**config.mk**
```make
export PLATFORM = sky130hd
export DESIGN_NAME = averaged_voltage_dac_stepper_unit
export DESIGN_NICKNAME = d
export VERILOG_FILES = /design/src/avdac_pkg.sv /design/src/averaged_voltage_dac_stepper_unit.sv
export SDC_FILE = /design/constraint.sdc
export NUM_CORES = 1
export LEC_CHECK = 0
export BUFFER_PORTS_ARGS = -buffer_cell sky130_fd_sc_hd__buf_4
export CAP_MARGIN = 20
export CORE_ASPECT_RATIO = 0.7
export CORE_MARGIN = 4
export CORE_UTILIZATION = 50
export CTS_CLUSTER_DIAMETER = 80
export CTS_CLUSTER_SIZE = 12
export DETAILED_ROUTE_END_ITERATION = 12
export PLACE_DENSITY = 0.67
export REMOVE_ABC_BUFFERS = 1
export SYNTH_ARGS = -nofsm -noshare
export SYNTH_HDL_FRONTEND = slang
export SYNTH_SLANG_ARGS = --single-unit
```
**constraint.sdc**
```tcl
create_clock -name clk -period 8.81 [get_ports clk]
set_input_delay 1.762 -clock clk [delete_from_list [all_inputs] [get_ports clk]]
set_output_delay 1.762 -clock clk [all_outputs]
set_load 0.05 [all_outputs]
```
**src/avdac_pkg.sv**
```systemverilog
`timescale 1ns / 1ps

package avdac_pkg;

  // Field widths
  localparam int ADC_W       = 10;
  localparam int REG_W       = 16;
  localparam int MEAS_W      = 16;
  localparam int CFG_ADDR_W  = 2;
  localparam int IN_TDATA_W  = 16;
  localparam int OUT_TDATA_W = 48;

  // Defaults for the top-level parameters
  localparam int MAX_SAMPLES_DEF = 255;
  localparam int DEADBAND_DEF    = 1;

  // Register reset values
  localparam logic [REG_W-1:0] TARGET_RST = 16'd0;
  localparam logic [REG_W-1:0] VFS_RST    = 16'd2500;
  localparam logic [ADC_W-1:0] AFC_RST    = 10'd1023;
  localparam logic [ADC_W-1:0] LIMIT_RST  = 10'd1023;

  // Register indexes
  typedef enum logic [CFG_ADDR_W-1:0] {
    REG_TARGET = 2'd0,
    REG_VFS    = 2'd1,
    REG_AFC    = 2'd2,
    REG_LIMIT  = 2'd3
  } reg_idx_t;

  // Input kinds
  localparam logic OP_SAMPLE = 1'b0;
  localparam logic OP_TICK   = 1'b1;

  typedef enum logic [2:0] {
    S_IDLE,
    S_LOADV,
    S_DIVV,
    S_LOADC,
    S_DIVC,
    S_MUL,
    S_DIVS,
    S_OUT
  } state_t;

endpackage

```
**src/averaged_voltage_dac_stepper_unit.sv**
```systemverilog
`timescale 1ns / 1ps

// Averaged voltage DAC stepper.
// Input stream (in_*): one beat per ADC conversion or control tick. in_tuser
// is the kind (0 sample, 1 tick), in_tdata[9:0] the ADC sample. Samples go
// alternately to the voltage and current channel, voltage first.
// A sample beat gives no result; in_tready stays high.
// A tick beat starts the sequencer: average of each non-empty channel,
// scaling of the voltage average, then one DAC step toward the target.
// All three divisions run on one restoring divider, one quotient bit per
// cycle, DIV_W bits each (26 at default parameters). A tick steps through
// LOADV, DIVV, LOADC, DIVC, MUL, DIVS and OUT; an empty channel skips its
// division, a zero AFC skips DIVS. in_tready is low until back in idle.
// Output stream (out_*): one beat per tick, held in an output register.
// Samples are still taken while a result waits; a following tick runs its
// arithmetic and waits in its last state until the output register is free.
// Config port (cfg_*): always ready; write only while the block is idle.
// Reset (rst_n low, synchronous) clears sums, counts, averages, the DAC
// code and the output valid, and loads register defaults.
module averaged_voltage_dac_stepper_unit #(
  parameter int MAX_SAMPLES = avdac_pkg::MAX_SAMPLES_DEF,
  parameter int DEADBAND    = avdac_pkg::DEADBAND_DEF
) (
  input  logic                                 clk,
  input  logic                                 rst_n,
  input  logic                                 in_tvalid,
  output logic                                 in_tready,
  input  logic [avdac_pkg::IN_TDATA_W-1:0]     in_tdata,   // [9:0] sample
  input  logic                                 in_tuser,   // [0] op
  output logic                                 out_tvalid,
  input  logic                                 out_tready,
  // [9:0] dac_code, [19:10] avg_voltage_raw, [29:20] avg_current_raw,
  // [45:30] measured_volts
  output logic [avdac_pkg::OUT_TDATA_W-1:0]    out_tdata,
  input  logic                                 cfg_valid,
  output logic                                 cfg_ready,
  input  logic [avdac_pkg::CFG_ADDR_W-1:0]     cfg_addr,
  input  logic [avdac_pkg::REG_W-1:0]          cfg_data
);
  import avdac_pkg::*;

  localparam int CNT_W  = $clog2(MAX_SAMPLES + 1);
  localparam int SUM_W  = CNT_W + ADC_W;
  localparam int DEN_W  = (CNT_W > ADC_W) ? CNT_W : ADC_W;
  localparam int PROD_W = ADC_W + REG_W;
  localparam int DIV_W  = (SUM_W > PROD_W) ? SUM_W : PROD_W;
  localparam int STEP_W = $clog2(DIV_W);
  localparam int CMP_W  = MEAS_W + 1;
  localparam logic [CNT_W-1:0] CNT_MAX = CNT_W'(MAX_SAMPLES);

  // config registers
  logic [REG_W-1:0] target_r, vfs_r;
  logic [ADC_W-1:0] afc_r, limit_r;

  // control and channel state
  state_t           state_r, state_nxt;
  logic             chan_cur_r, chan_cur_nxt;
  logic [SUM_W-1:0] volt_sum_r, volt_sum_nxt, curr_sum_r, curr_sum_nxt;
  logic [CNT_W-1:0] volt_cnt_r, volt_cnt_nxt, curr_cnt_r, curr_cnt_nxt;
  logic [ADC_W-1:0] volt_avg_r, volt_avg_nxt, curr_avg_r, curr_avg_nxt;
  logic [ADC_W-1:0] drive_r, drive_nxt;
  logic [MEAS_W-1:0] meas_r, meas_nxt;

  // shared divider
  logic [DIV_W-1:0]  quo_r, quo_nxt;
  logic [DEN_W-1:0]  rem_r, rem_nxt, den_r, den_nxt;
  logic [STEP_W-1:0] step_r, step_nxt;
  logic [DEN_W:0]    rem_sh;
  logic [DEN_W+1:0]  diff;
  logic              fit, div_last;
  logic [DEN_W-1:0]  rem_step;
  logic [DIV_W-1:0]  quo_step;
  logic [MEAS_W-1:0] meas_sat;
  logic [PROD_W-1:0] prod;

  // output register
  logic                   out_valid_r, out_valid_nxt;
  logic [OUT_TDATA_W-1:0] out_data_r, out_data_nxt;

  // handshakes
  logic in_acc, slot_free, deliver, hi, lo;

  // divider step: shift one dividend bit into the remainder, trial subtract
  always_comb begin
    rem_sh   = {rem_r, quo_r[DIV_W-1]};
    diff     = {1'b0, rem_sh} - {2'b00, den_r};
    fit      = ~diff[DEN_W+1];
    rem_step = fit ? diff[DEN_W-1:0] : rem_sh[DEN_W-1:0];
    quo_step = {quo_r[DIV_W-2:0], fit};
    div_last = (step_r == STEP_W'(DIV_W - 1));
    meas_sat = (|quo_step[DIV_W-1:MEAS_W]) ? {MEAS_W{1'b1}} : quo_step[MEAS_W-1:0];
    prod     = PROD_W'(volt_avg_r) * PROD_W'(vfs_r);
  end

  // control outputs
  always_comb begin
    in_tready = (state_r == S_IDLE);
    cfg_ready = 1'b1;
    in_acc    = in_tvalid && in_tready;
    slot_free = !out_valid_r || out_tready;
    deliver   = (state_r == S_OUT) && slot_free;
    hi        = {1'b0, meas_r} > ({1'b0, target_r} + CMP_W'(DEADBAND));
    lo        = ({1'b0, meas_r} + CMP_W'(DEADBAND)) < {1'b0, target_r};
  end

  // next state
  always_comb begin
    state_nxt = state_r;
    case (state_r)
      S_IDLE:  if (in_acc && (in_tuser == OP_TICK)) state_nxt = S_LOADV;
      S_LOADV: state_nxt = (volt_cnt_r != '0) ? S_DIVV : S_LOADC;
      S_DIVV:  if (div_last) state_nxt = S_LOADC;
      S_LOADC: state_nxt = (curr_cnt_r != '0) ? S_DIVC : S_MUL;
      S_DIVC:  if (div_last) state_nxt = S_MUL;
      S_MUL:   state_nxt = (afc_r == '0) ? S_OUT : S_DIVS;
      S_DIVS:  if (div_last) state_nxt = S_OUT;
      S_OUT:   if (slot_free) state_nxt = S_IDLE;
      default: state_nxt = S_IDLE;
    endcase
  end

  // datapath
  always_comb begin
    chan_cur_nxt  = chan_cur_r;
    volt_sum_nxt  = volt_sum_r;
    volt_cnt_nxt  = volt_cnt_r;
    curr_sum_nxt  = curr_sum_r;
    curr_cnt_nxt  = curr_cnt_r;
    volt_avg_nxt  = volt_avg_r;
    curr_avg_nxt  = curr_avg_r;
    drive_nxt     = drive_r;
    meas_nxt      = meas_r;
    quo_nxt       = quo_r;
    rem_nxt       = rem_r;
    den_nxt       = den_r;
    step_nxt      = step_r;
    out_valid_nxt = out_valid_r && !out_tready;
    out_data_nxt  = out_data_r;

    case (state_r)
      S_IDLE: begin
        if (in_acc && (in_tuser == OP_SAMPLE)) begin
          chan_cur_nxt = !chan_cur_r;
          if (chan_cur_r) begin
            if (curr_cnt_r < CNT_MAX) begin
              curr_sum_nxt = curr_sum_r + SUM_W'(in_tdata[ADC_W-1:0]);
              curr_cnt_nxt = curr_cnt_r + 1'b1;
            end
          end else begin
            if (volt_cnt_r < CNT_MAX) begin
              volt_sum_nxt = volt_sum_r + SUM_W'(in_tdata[ADC_W-1:0]);
              volt_cnt_nxt = volt_cnt_r + 1'b1;
            end
          end
        end
      end
      S_LOADV: begin
        quo_nxt  = DIV_W'(volt_sum_r);
        den_nxt  = DEN_W'(volt_cnt_r);
        rem_nxt  = '0;
        step_nxt = '0;
      end
      S_LOADC: begin
        quo_nxt  = DIV_W'(curr_sum_r);
        den_nxt  = DEN_W'(curr_cnt_r);
        rem_nxt  = '0;
        step_nxt = '0;
      end
      S_DIVV, S_DIVC, S_DIVS: begin
        quo_nxt  = quo_step;
        rem_nxt  = rem_step;
        step_nxt = step_r + 1'b1;
        if (div_last) begin
          if (state_r == S_DIVV) begin
            volt_avg_nxt = quo_step[ADC_W-1:0];
            volt_sum_nxt = '0;
            volt_cnt_nxt = '0;
          end else if (state_r == S_DIVC) begin
            curr_avg_nxt = quo_step[ADC_W-1:0];
            curr_sum_nxt = '0;
            curr_cnt_nxt = '0;
          end else begin
            meas_nxt = meas_sat;
          end
        end
      end
      S_MUL: begin
        // product lands straight in the dividend register
        quo_nxt  = DIV_W'(prod);
        den_nxt  = DEN_W'(afc_r);
        rem_nxt  = '0;
        step_nxt = '0;
        if (afc_r == '0) meas_nxt = {MEAS_W{1'b1}};
      end
      S_OUT: begin
        if (slot_free) begin
          if (hi) begin
            if (drive_r != '0) drive_nxt = drive_r - 1'b1;
          end else if (lo) begin
            if (drive_r < limit_r) drive_nxt = drive_r + 1'b1;
          end
          out_valid_nxt = 1'b1;
          out_data_nxt  = {2'b00, meas_r, curr_avg_r, volt_avg_r, drive_nxt};
        end
      end
      default: ;
    endcase
  end

  always_ff @(posedge clk) begin
    if (!rst_n) begin
      state_r     <= S_IDLE;
      chan_cur_r  <= 1'b0;
      volt_sum_r  <= '0;
      volt_cnt_r  <= '0;
      curr_sum_r  <= '0;
      curr_cnt_r  <= '0;
      volt_avg_r  <= '0;
      curr_avg_r  <= '0;
      drive_r     <= '0;
      out_valid_r <= 1'b0;
    end else begin
      state_r     <= state_nxt;
      chan_cur_r  <= chan_cur_nxt;
      volt_sum_r  <= volt_sum_nxt;
      volt_cnt_r  <= volt_cnt_nxt;
      curr_sum_r  <= curr_sum_nxt;
      curr_cnt_r  <= curr_cnt_nxt;
      volt_avg_r  <= volt_avg_nxt;
      curr_avg_r  <= curr_avg_nxt;
      drive_r     <= drive_nxt;
      out_valid_r <= out_valid_nxt;
    end
  end

  // payload, no reset
  always_ff @(posedge clk) begin
    meas_r     <= meas_nxt;
    quo_r      <= quo_nxt;
    rem_r      <= rem_nxt;
    den_r      <= den_nxt;
    step_r     <= step_nxt;
    out_data_r <= out_data_nxt;
  end

  // config registers
  always_ff @(posedge clk) begin
    if (!rst_n) begin
      target_r <= TARGET_RST;
      vfs_r    <= VFS_RST;
      afc_r    <= AFC_RST;
      limit_r  <= LIMIT_RST;
    end else if (cfg_valid && cfg_ready) begin
      case (reg_idx_t'(cfg_addr))
        REG_TARGET: target_r <= cfg_data;
        REG_VFS:    vfs_r    <= cfg_data;
        REG_AFC:    afc_r    <= cfg_data[ADC_W-1:0];
        REG_LIMIT:  limit_r  <= cfg_data[ADC_W-1:0];
        default: ;
      endcase
    end
  end

  assign out_tvalid = out_valid_r;
  assign out_tdata  = out_data_r;

  // a tick makes the block busy on the next cycle
  a_tick_busy: assert property (@(posedge clk) disable iff (!rst_n)
    (in_acc && (in_tuser == OP_TICK)) |=> !in_tready)
    else $error("tick accepted but input still ready");

  // every sample flips the channel selection, full window or not
  a_chan_flip: assert property (@(posedge clk) disable iff (!rst_n)
    (in_acc && (in_tuser == OP_SAMPLE)) |=> (chan_cur_r != $past(chan_cur_r)))
    else $error("channel selection did not alternate");

  // sample counts never pass the window size
  a_cnt_cap: assert property (@(posedge clk) disable iff (!rst_n)
    (volt_cnt_r <= CNT_MAX) && (curr_cnt_r <= CNT_MAX))
    else $error("sample count beyond window");

  // DAC code moves by at most one step per result
  a_one_step: assert property (@(posedge clk) disable iff (!rst_n)
    deliver |=> ((drive_r == $past(drive_r)) ||
                 (drive_r == ADC_W'($past(drive_r) + 1'b1)) ||
                 (drive_r == ADC_W'($past(drive_r) - 1'b1))))
    else $error("DAC code jumped by more than one");

  // a result is only loaded into a free output register
  a_no_overwrite: assert property (@(posedge clk) disable iff (!rst_n)
    (out_valid_r && !out_tready) |=> (out_valid_r && (out_data_r == $past(out_data_r))))
    else $error("pending result overwritten");

endmodule

```
==> metrics.yaml, run 1 <==
powerDensity_mw_per_mm2: 168
portBuffers: 81
post-route-period-util_pct: 71.3
skew_ns: 0.0359
multiInputGateArea_mm2: 0.0113
ys_types: 79
rows: 58
viasPerCell: 5.80
ys.flop_type: "dfxtp_1"
antenna_found_initial: 1
layout_common_cells: "320 x nand2_1, 189 x inv_1, 142 x ha_1"
synth-async-reset-ratio_pct: 0
pwr-share-clk_pct: 29.5
clockRootBuffer: "clkbuf_16"
die_x_um: 239
fin_tns_setup_ns: 0
p_seq_share_pct: 46.1
dr.pass1.iters: 6
rsz0062_at_grt: "false"
dpl.hpwl_um: 37200
cts_buffer_depth: 3
die_h_um: 170
ys_ff_latch: 252
cts_buffers: 25
postCtsSetupBuffers: 0
fin_ws_ns: 2.53
io_pins: 91
hold_class: "reg2reg"
syn2layout_area_growth_pct: 8.91
cp_max_fo: 18
critPathMaxStageDelay_ns: 0.84
vias: 15000
p_leak_nw: 8.72
cp_top_family: "adder cells"
synth_edf_count: 113
regArea_mm2: 0.00618
final_common_cell: "nand2_1"
switching_share_pct: 34.3
outcome: "completed"
p_switching_mw: 1.17
relSlewSlack_pct: 37.7
p_int_mw: 2.24
die-area_mm2: 0.0405
whs_ns: 0.430
cts.sinks: 252
wl_per_cell_um: 19.3
dp_slack_ns: 2.65
routed_wl_um: 50000
syn_inst: 2072
comb_power_share_pct: 24.4
crit_chain: "nand2_1, fa_1, inv_1, fa_1, fa_1, fa_1, inv_1, fa_1, inv_1, ha_1, a21oi_1, a21boi_0, o311ai_0, nand2_1, o221ai_1, o21ai_0, xnor2_1, o21ai_0"
place_congestion: 0.890
grt_max_degree: 69
drv_slew: 0
crit_arrival_ns: 6.56
cts_tree: "done"
holdBufCountCts: 0
h-tree-depth: 1
grt_pass1_vias: 14200
crit_required_ns: 9.09
cts_resized: 0
start_kind: "flop"
path_clk_slew_ns: 0.06
clock_latency_ns: 0.56
fmaxAchievable_mhz: 159
peakVddDrop_mv: 0.174
cp_slowest_cell: "dfxtp_1"
grt_usage_pct: 24.4
syn_area_mm2: 0.0186
worst_pin_slew_ns: 0.934
grt_overflow: 0
grt_pass1_wl_um: 79600
antennaDiodeCount: 0
final_area_mm2: 0.0203
setup_viol: 0
drt_iter0_drc: 1422
start_util_pct: 51.3
n_fill_cell: 3263
drive_gt1_share_pct: 7.90
final_nets: 2390
dpl_cell_area_mm2: 0.0196
avgSynthCellArea_um2: 9.00
ys_seq_area_share_pct: 33.1
cp_num_buf_inv: 3
core_mm2: 0.0364
critPathKind: "reg2reg"
drc: 0
drtAntennaViolNets: 0
post-route-min-period_ns: 6.28
path_common_cell: "fa_1"
yosysWarningCount: 0
maxCapViolCount: 0
hold_viol_final: 0
worstSetupEndpointType: "flop"
[power groups by stage]
stage | sequential [mW] | combinational (mW) | clock (mW)
finish | 1.57 | 0.833 | 1.01
CTS | 1.56 | 0.823 | 1.02
detailed placement | 1.59 | 0.817 | 0
global route | 1.58 | 0.923 | 1.07
global placement | 1.58 | 0.789 | 0
floorplan | 1.51 | 0.560 | 0
[worst paths after layout]
check                             startpoint                       to  slack, ns  cells past startpoint
setup / recovery  volt_avg_r[3]$_SDFFE_PN0P_      quo_r[25]$_DFFE_PP_       2.53                     18
hold / removal    curr_avg_r[7]$_SDFFE_PN0P_  out_tdata[27]$_DFFE_PP_       0.43                      0
setup reg to reg  volt_avg_r[3]$_SDFFE_PN0P_      quo_r[25]$_DFFE_PP_       2.53                     18
hold reg to reg   curr_avg_r[7]$_SDFFE_PN0P_  out_tdata[27]$_DFFE_PP_       0.43                      0
[cell usage after synthesis, types with 5 or more instances]
| cell type | n | area, um^2 |
|---|---|---|
| o21a_1 | 9 | 67.6 |
| nor2b_1 | 13 | 81.3 |
| o211ai_1 | 17 | 128 |
| a21oi_1 | 87 | 435 |
| nor3_1 | 27 | 135 |
| or3_1 | 15 | 93.8 |
| o22ai_1 | 29 | 181 |
| inv_1 | 190 | 713 |
| nand4_1 | 27 | 169 |
| ha_1 | 142 | 1780 |
| buf_1 | 5 | 18.8 |
| a21boi_0 | 47 | 353 |
| o21bai_1 | 7 | 52.6 |
| a21o_1 | 23 | 173 |
| nand3b_1 | 8 | 60.1 |
| and3_1 | 14 | 87.6 |
| a31oi_1 | 10 | 62.6 |
| fa_1 | 113 | 2260 |
| or2_2 | 23 | 144 |
| nor4_1 | 14 | 87.6 |
| o31ai_1 | 10 | 75.1 |
| a211oi_1 | 11 | 82.6 |
| o21ai_0 | 64 | 320 |
| xor2_1 | 35 | 307 |
| a221oi_1 | 7 | 61.3 |
| xnor2_1 | 62 | 543 |
| clkbuf_1 | 89 | 334 |
| nor2_1 | 123 | 462 |
| mux2i_1 | 33 | 330 |
| nand2b_1 | 12 | 75.1 |
| and2_1 | 85 | 532 |
| nand2_1 | 320 | 1200 |
| nand3_1 | 73 | 365 |
| dfxtp_1 | 139 | 2780 |
| edfxtp_1 | 113 | 3390 |
[sequential cells by signal, summed over array words and instances (netlist names), 3 cells and up]
register / count
rem_r: 10
target_r: 16
curr_sum_r: 18
curr_cnt_r: 8
curr_avg_r: 10
limit_r: 10
den_r: 10
volt_sum_r: 18
meas_r: 16
state_r: 3
afc_r: 10
quo_r: 26
drive_r: 10
step_r: 5
vfs_r: 16
volt_avg_r: 10
volt_cnt_r: 8
out_tdata: 46
[cell type report]
type / instances / area share [%]
multi-input combinational: 1528 / 55.9
sequential: 252 / 30.4
timing repair buffer: 97 / 3.62
inverter: 191 / 3.53
clock buffer: 42 / 3.40
tap: 480 / 2.96
clock inverter: 3 / 0.173
[metrics by stage]
step           total power, mW  util (%)  std cells
3_5_place_dp              2.41      53.8       2547
6_report                  3.41      55.8       2593
2_1_floorplan             2.07         -       1971
4_1_cts                   3.41      55.8       2592
3_3_place_gp              2.37      53.8       2546
5_1_grt                   3.57      55.8       2593
[metal layers]
| metal | track usage [%] | vias up | wire length [um] |
|---|---|---|---|
| met3 | 5.04 | 84 | 4220 |
| li1 | - | 7115 | - |
| met1 | 37.7 | 7217 | 24000 |
| met4 | 5.52 | 0 | 1200 |
| met2 | 35.1 | 614 | 20600 |
| met5 | 0 | - | 0 |
[cell families (layout without fill, tap and decap cells)]
logic type               Yosys count  in the layout  share of synthesized area, %
flip-flops                       252            252                          33.1
AND/OR/NAND/NOR                  773            773                          19.8
AO/OA/AOI/OAI                    366            366                          12.9
buffers and inverters            293            333                          6.09
other                              2              3                        0.0403
multiplexers                      34             34                          1.83
XOR/XNOR                          97             97                          4.56
adder cells (fa/ha/maj)          255            255                          21.7
Power figures use the tool's default switching activity.
==> run 2, diff against run 1 <==
- ABC_AREA: default -> 1
- PLACE_DENSITY: 0.67 -> 0.7
- clock period: 8.81 -> 5.6 ns (I/O delays scaled with it)
==> run 2 against run 1 <==
Maximum frequency up 18%. Combinational power rose to 4.0 times the previous value. Via count up 9.4%. Worst setup slack worse by 2.2 ns. Final cell count up 16%. Hold slack worse by 0.0049 ns. Critical path type unchanged. Largest power group is now combinational cells.
==> metrics.yaml, run 2 <==
outcome: "completed"
portBuffers: 81
crit_chain: "nand2_1, inv_1, fa_1, fa_1, fa_1, fa_1, inv_1, fa_1, inv_1, ha_1, nand2_1, nor4_1, a21oi_1, or2_2, nand3_1, nand4_1"
maxCapViolCount: 0
ys_seq_area_share_pct: 32.3
grt_pass1_vias: 15600
clock_latency_ns: 0.55
holdBufCountCts: 0
synth_edf_count: 113
peakVddDrop_mv: 0.222
p_leak_nw: 10.2
post-route-min-period_ns: 5.30
fin_tns_setup_ns: 0
setup_viol: 0
grt_usage_pct: 23.9
antennaDiodeCount: 0
globalRouteMet3Util_pct: 3.37
rows: 59
grt_pass1_wl_um: 81100
antenna_found_initial: 0
ys_types: 59
grt_busiest_layer: "met2"
n_fill_cell: 3424
path_clk_slew_ns: 0.07
synth-async-reset-ratio_pct: 0
critPathKind: "reg2reg"
syn_inst: 2451
die-area_mm2: 0.0415
whs_path_depth: 0
rsz0062_at_grt: "false"
met2_usage_pct: 37.6
drive_gt1_share_pct: 8.49
layout_common_cells: "632 x nand2_1, 380 x inv_1, 182 x a21oi_1"
avgSynthCellArea_um2: 7.80
yosysMostFrequentCell: "nand2_1"
hold_viol_final: 0
place_congestion: 0.917
post-route-period-util_pct: 94.7
grt_max_degree: 72
h-tree-depth: 1
worst_pin_slew_ns: 0.967
dr.pass1.iters: 6
cts_tree: "done"
hold_class: "reg2reg"
cp_slowest_cell: "dfxtp_1"
die_x_um: 242
drc: 0
start_util_pct: 51.1
clockRootBuffer: "clkbuf_16"
grt_overflow: 0
vias: 16400
synth_top_cell_area_share_pct: 17.7
ys_top_cells_by_area: "edfxtp_1 18%, dfxtp_1 15%, nand2_1 12%"
routed_wl_um: 49500
wl_per_cell_um: 16.5
start_kind: "flop"
critPathMaxStageDelay_ns: 0.65
relSlewSlack_pct: 35.3
crit_arrival_ns: 5.60
syn2layout_area_growth_pct: 9.58
ys_ff_latch: 252
whs_ns: 0.425
drt_iter0_drc: 1347
powerDensity_mw_per_mm2: 361
grt.met1_usage_pct: 35.2
ys.flop_type: "dfxtp_1"
cts_buffers: 24
die_h_um: 172
skew_ns: 0.0138
final_nets: 2800
viasPerCell: 5.47
crit_required_ns: 5.89
io_pins: 91
cp_max_fo: 10
dpl.hpwl_um: 38800
fmaxAchievable_mhz: 189
reg2reg_depth: 16
synthTopCellsByCount: "632 x nand2_1, 382 x inv_1, 182 x a21oi_1"
cts_buffer_depth: 3
core_mm2: 0.0374
syn_area_mm2: 0.0191
drv_slew: 0
worstSetupEndpointType: "flop"
drtAntennaViolNets: 0
final_common_cell: "nand2_1"
path_common_cell: "fa_1"
largest_register_ffs: 46
yosys.area.top_type: "edfxtp_1"
yosysWarningCount: 0
cts.sinks: 252
run 2: kinds of logic after synthesis:
group           share of synthesized area (%)
fa+ha+maj                                21.1
simple gates                             22.9
xor+xnor                                 2.79
flops                                    32.3
other cells                            0.0393
compound gates                           10.9
buf+inv                                  10.0
run 2: worst max-delay path, delay by kind of cell, from the launching register on:
kind	cells	cell delay, ns
AO/OA/AOI/OAI	1	0.18
adder cells (fa/ha/maj)	6	2.92
buffers and inverters	3	0.19
flip-flops	1	0.65
AND/OR/NAND/NOR	6	1.12
run 2: per-layer routing:
layer  part of all wire (%)  up-vias
met5                      0        -
met4                    2.4        0
met3                    8.0       84
met2                     43      577
met1                     46     7781
li1                       -     8003
run 2: layout make-up:
cell class	instances	area [um^2]	share of cell area, %
Clock inverter	1	16.3	0.0776
Clock buffer	41	664	3.17
Tap cell	488	611	2.91
Sequential cell	252	6190	29.5
Inverter	395	1480	7.08
Multi-Input combinational cell	1711	11000	52.7
Timing Repair Buffer	121	957	4.57
run 2: what timing repair did:
item                                    4_1_cts  5_1_grt
endpoints found under the setup margin        0       11
hold endpoints to repair                      0        0
gates resized for setup                       0        9
setup buffers                                 0        0
run 2: per-stage QoR:
stage / total power, mW / area [um^2] / setup slack (ns) / cells / util, %
after floorplan: 5.00 / 18700 / 0.698 / 2358 / -
after global placement: 5.92 / 20200 / 0.278 / 2963 / 53.9
after detailed placement: 6.02 / 20200 / 0.252 / 2963 / 53.9
after CTS: 7.55 / 20900 / 0.246 / 3005 / 55.8
after global routing: 8.18 / 20900 / 0.0168 / 3009 / 56.0
final: 7.56 / 20900 / 0.298 / 3009 / 56.0
run 2: path summary, 6_finish.rpt:
path,start,to,slack (ns)
worst min-delay path,curr_avg_r[7]$_SDFFE_PN0P_,out_tdata[27]$_DFFE_PP_,0.43
worst max register to register,vfs_r[6]$_SDFFE_PN1P_,quo_r[14]$_DFFE_PP_,0.30
worst max-delay path,vfs_r[6]$_SDFFE_PN1P_,quo_r[14]$_DFFE_PP_,0.30
worst min register to register,curr_avg_r[7]$_SDFFE_PN0P_,out_tdata[27]$_DFFE_PP_,0.43
run 2: power by group:
part | leakage, nW | internal [mW] | switching, mW | total, mW
Combinational | 7.66 | 1.18 | 2.18 | 3.36
Clock | 0.323 | 0.803 | 0.709 | 1.51
Sequential | 2.22 | 2.37 | 0.322 | 2.69
Total | 10.2 | 4.35 | 3.21 | 7.56
==> run 3, diff against run 2 <==
- PLACE_DENSITY: 0.7 -> 0.67
- clock period: 5.6 -> 6.4 ns (I/O delays scaled with it)
==> run 3 against run 2 <==
Maximum frequency fell by 7.8%. Clock-buffer cell count increased by 1. Die area stayed put.
==> metrics.yaml, run 3 (same netlist as run 2, synthesis figures left out) <==
fmaxAchievable_mhz: 174
switching_share_pct: 42.9
largest_register_ffs: 46
grt_overflow: 0
cts_buffer_depth: 3
outcome: "completed"
cts_tree: "done"
start_util_pct: 51.1
reg2reg_depth: 18
peakVddDrop_mv: 0.175
antennaDiodeCount: 0
start_kind: "flop"
drv_slew: 0
io_pins: 91
p_int_mw: 3.77
holdBufCountCts: 0
vias: 16300
cp_max_fo: 18
cts_buffers: 24
clockRootBuffer: "clkbuf_16"
final_nets: 2776
die_x_um: 242
clock_latency_ns: 0.55
portBuffers: 81
dr.pass1.iters: 5
antenna_found_initial: 1
crit_arrival_ns: 6.04
worst_pin_slew_ns: 1.03
hold_viol_final: 0
pwr-share-clk_pct: 20.1
crit_required_ns: 6.70
core_mm2: 0.0374
post-route-period-util_pct: 89.8
comb_power_share_pct: 43.6
grt_pass1_wl_um: 81400
dpl_cell_area_mm2: 0.0200
worstSetupEndpointType: "flop"
die_h_um: 172
wl_per_cell_um: 16.6
grt_max_degree: 72
worstHoldStart: "curr_avg_r[4]$_SDFFE_PN0P_"
place_congestion: 0.927
rows: 59
syn2layout_area_growth_pct: 8.49
h-tree-depth: 1
fin_tns_setup_ns: 0
min_to: "out_tdata[24]$_DFFE_PP_"
r2r_end: "quo_r[24]$_DFFE_PP_"
drc: 0
setup_viol: 0
skew_ns: 0.0132
path_common_cell: "fa_1"
hold_class: "reg2reg"
die-area_mm2: 0.0415
grt_pass1_vias: 15800
p_seq_share_pct: 36.2
final_common_cell: "nand2_1"
path_clk_slew_ns: 0.06
crit_chain: "nand2_1, fa_1, fa_1, inv_1, fa_1, fa_1, inv_1, fa_1, inv_1, ha_1, nand2_1, nor2_1, nand2_1, o21ai_0, a21oi_1, nand2b_1, nand3_1, nand2_1"
p_switching_mw: 2.83
worstReg2RegStart: "volt_avg_r[9]$_SDFFE_PN0P_"
critPathMaxStageDelay_ns: 0.80
drt_iter0_drc: 1491
dpl.hpwl_um: 38400
maxCapViolCount: 0
p_leak_nw: 10.1
drtAntennaViolNets: 0
final_area_mm2: 0.0207
routed_wl_um: 49600
cp_slowest_cell: "dfxtp_1"
post-route-min-period_ns: 5.75
rsz0062_at_grt: "false"
rrSetupSlack_ns: 0.65
viasPerCell: 5.47
cts.sinks: 252
relSlewSlack_pct: 30.9
critPathKind: "reg2reg"
drive_gt1_share_pct: 7.29
powerDensity_mw_per_mm2: 318
n_fill_cell: 3490
whs_path_depth: 0
cts_resized: 0
grt_usage_pct: 23.9
postCtsSetupBuffers: 0
layout_common_cells: "632 x nand2_1, 380 x inv_1, 182 x a21oi_1"
## run 3: power groups by stage
| stage | logic (mW) | clock network, mW | registers, mW |
|---|---|---|---|
| global placement | 2.74 | 0 | 2.41 |
| floorplan | 2.08 | 0 | 2.30 |
| finish | 2.88 | 1.33 | 2.39 |
| global route | 3.29 | 1.41 | 2.43 |
| CTS | 2.84 | 1.36 | 2.39 |
| detailed placement | 2.83 | 0 | 2.42 |
## run 3: layout make-up
class	instances	area [um^2]	area share, %
well taps	488	611	2.94
clock buffers	42	668	3.22
clock inverters	1	16.3	0.0784
inverters	395	1480	7.15
repair buffers	97	754	3.64
multi-input cells	1711	11000	53.2
flip-flops and latches	252	6180	29.8
## run 3: metal layers
| layer | part of all wire (%) | vias up | track usage, % |
|---|---|---|---|
| li1 | - | 7960 | - |
| met1 | 47 | 7664 | 34.8 |
| met2 | 43 | 623 | 37.4 |
| met3 | 8.0 | 92 | 3.74 |
| met4 | 2.8 | 2 | 6.76 |
| met5 | 0.022 | - | 0 |
## run 3: worst max-delay path: cells and delay by family (launching register included)
family,cells,cell delay [ns]
fa+ha+maj,6,3.05
simple gates,7,0.83
flops,1,0.80
compound gates,2,0.65
buf+inv,3,0.16
## run 3: how the worst max path moves through the flow
stage	depth (start not counted)	to	slack [ns]	from
2_1_floorplan	16	quo_r[14]$_DFFE_PP_	1.50	volt_avg_r[3]$_SDFFE_PN0P_
3_3_place_gp	18	quo_r[24]$_DFFE_PP_	0.85	volt_avg_r[9]$_SDFFE_PN0P_
3_5_place_dp	18	quo_r[24]$_DFFE_PP_	0.77	volt_avg_r[9]$_SDFFE_PN0P_
4_1_cts	18	quo_r[24]$_DFFE_PP_	0.75	volt_avg_r[9]$_SDFFE_PN0P_
5_1_grt	18	quo_r[24]$_DFFE_PP_	0.28	volt_avg_r[9]$_SDFFE_PN0P_
6_report	18	quo_r[24]$_DFFE_PP_	0.65	volt_avg_r[9]$_SDFFE_PN0P_
## run 3: stage by stage
| step | hold slack (ns) | power, mW | setup slack, ns | util (%) | std cells |
|---|---|---|---|---|---|
| floorplan | 0.403 | 4.38 | 1.50 | - | 2358 |
| global route | 0.442 | 7.13 | 0.276 | 55.4 | 2986 |
| finish | 0.429 | 6.60 | 0.651 | 55.4 | 2986 |
| global placement | 0.415 | 5.15 | 0.847 | 53.5 | 2941 |
| detailed placement | 0.418 | 5.25 | 0.770 | 53.5 | 2941 |
| CTS | 0.430 | 6.59 | 0.749 | 55.3 | 2984 |
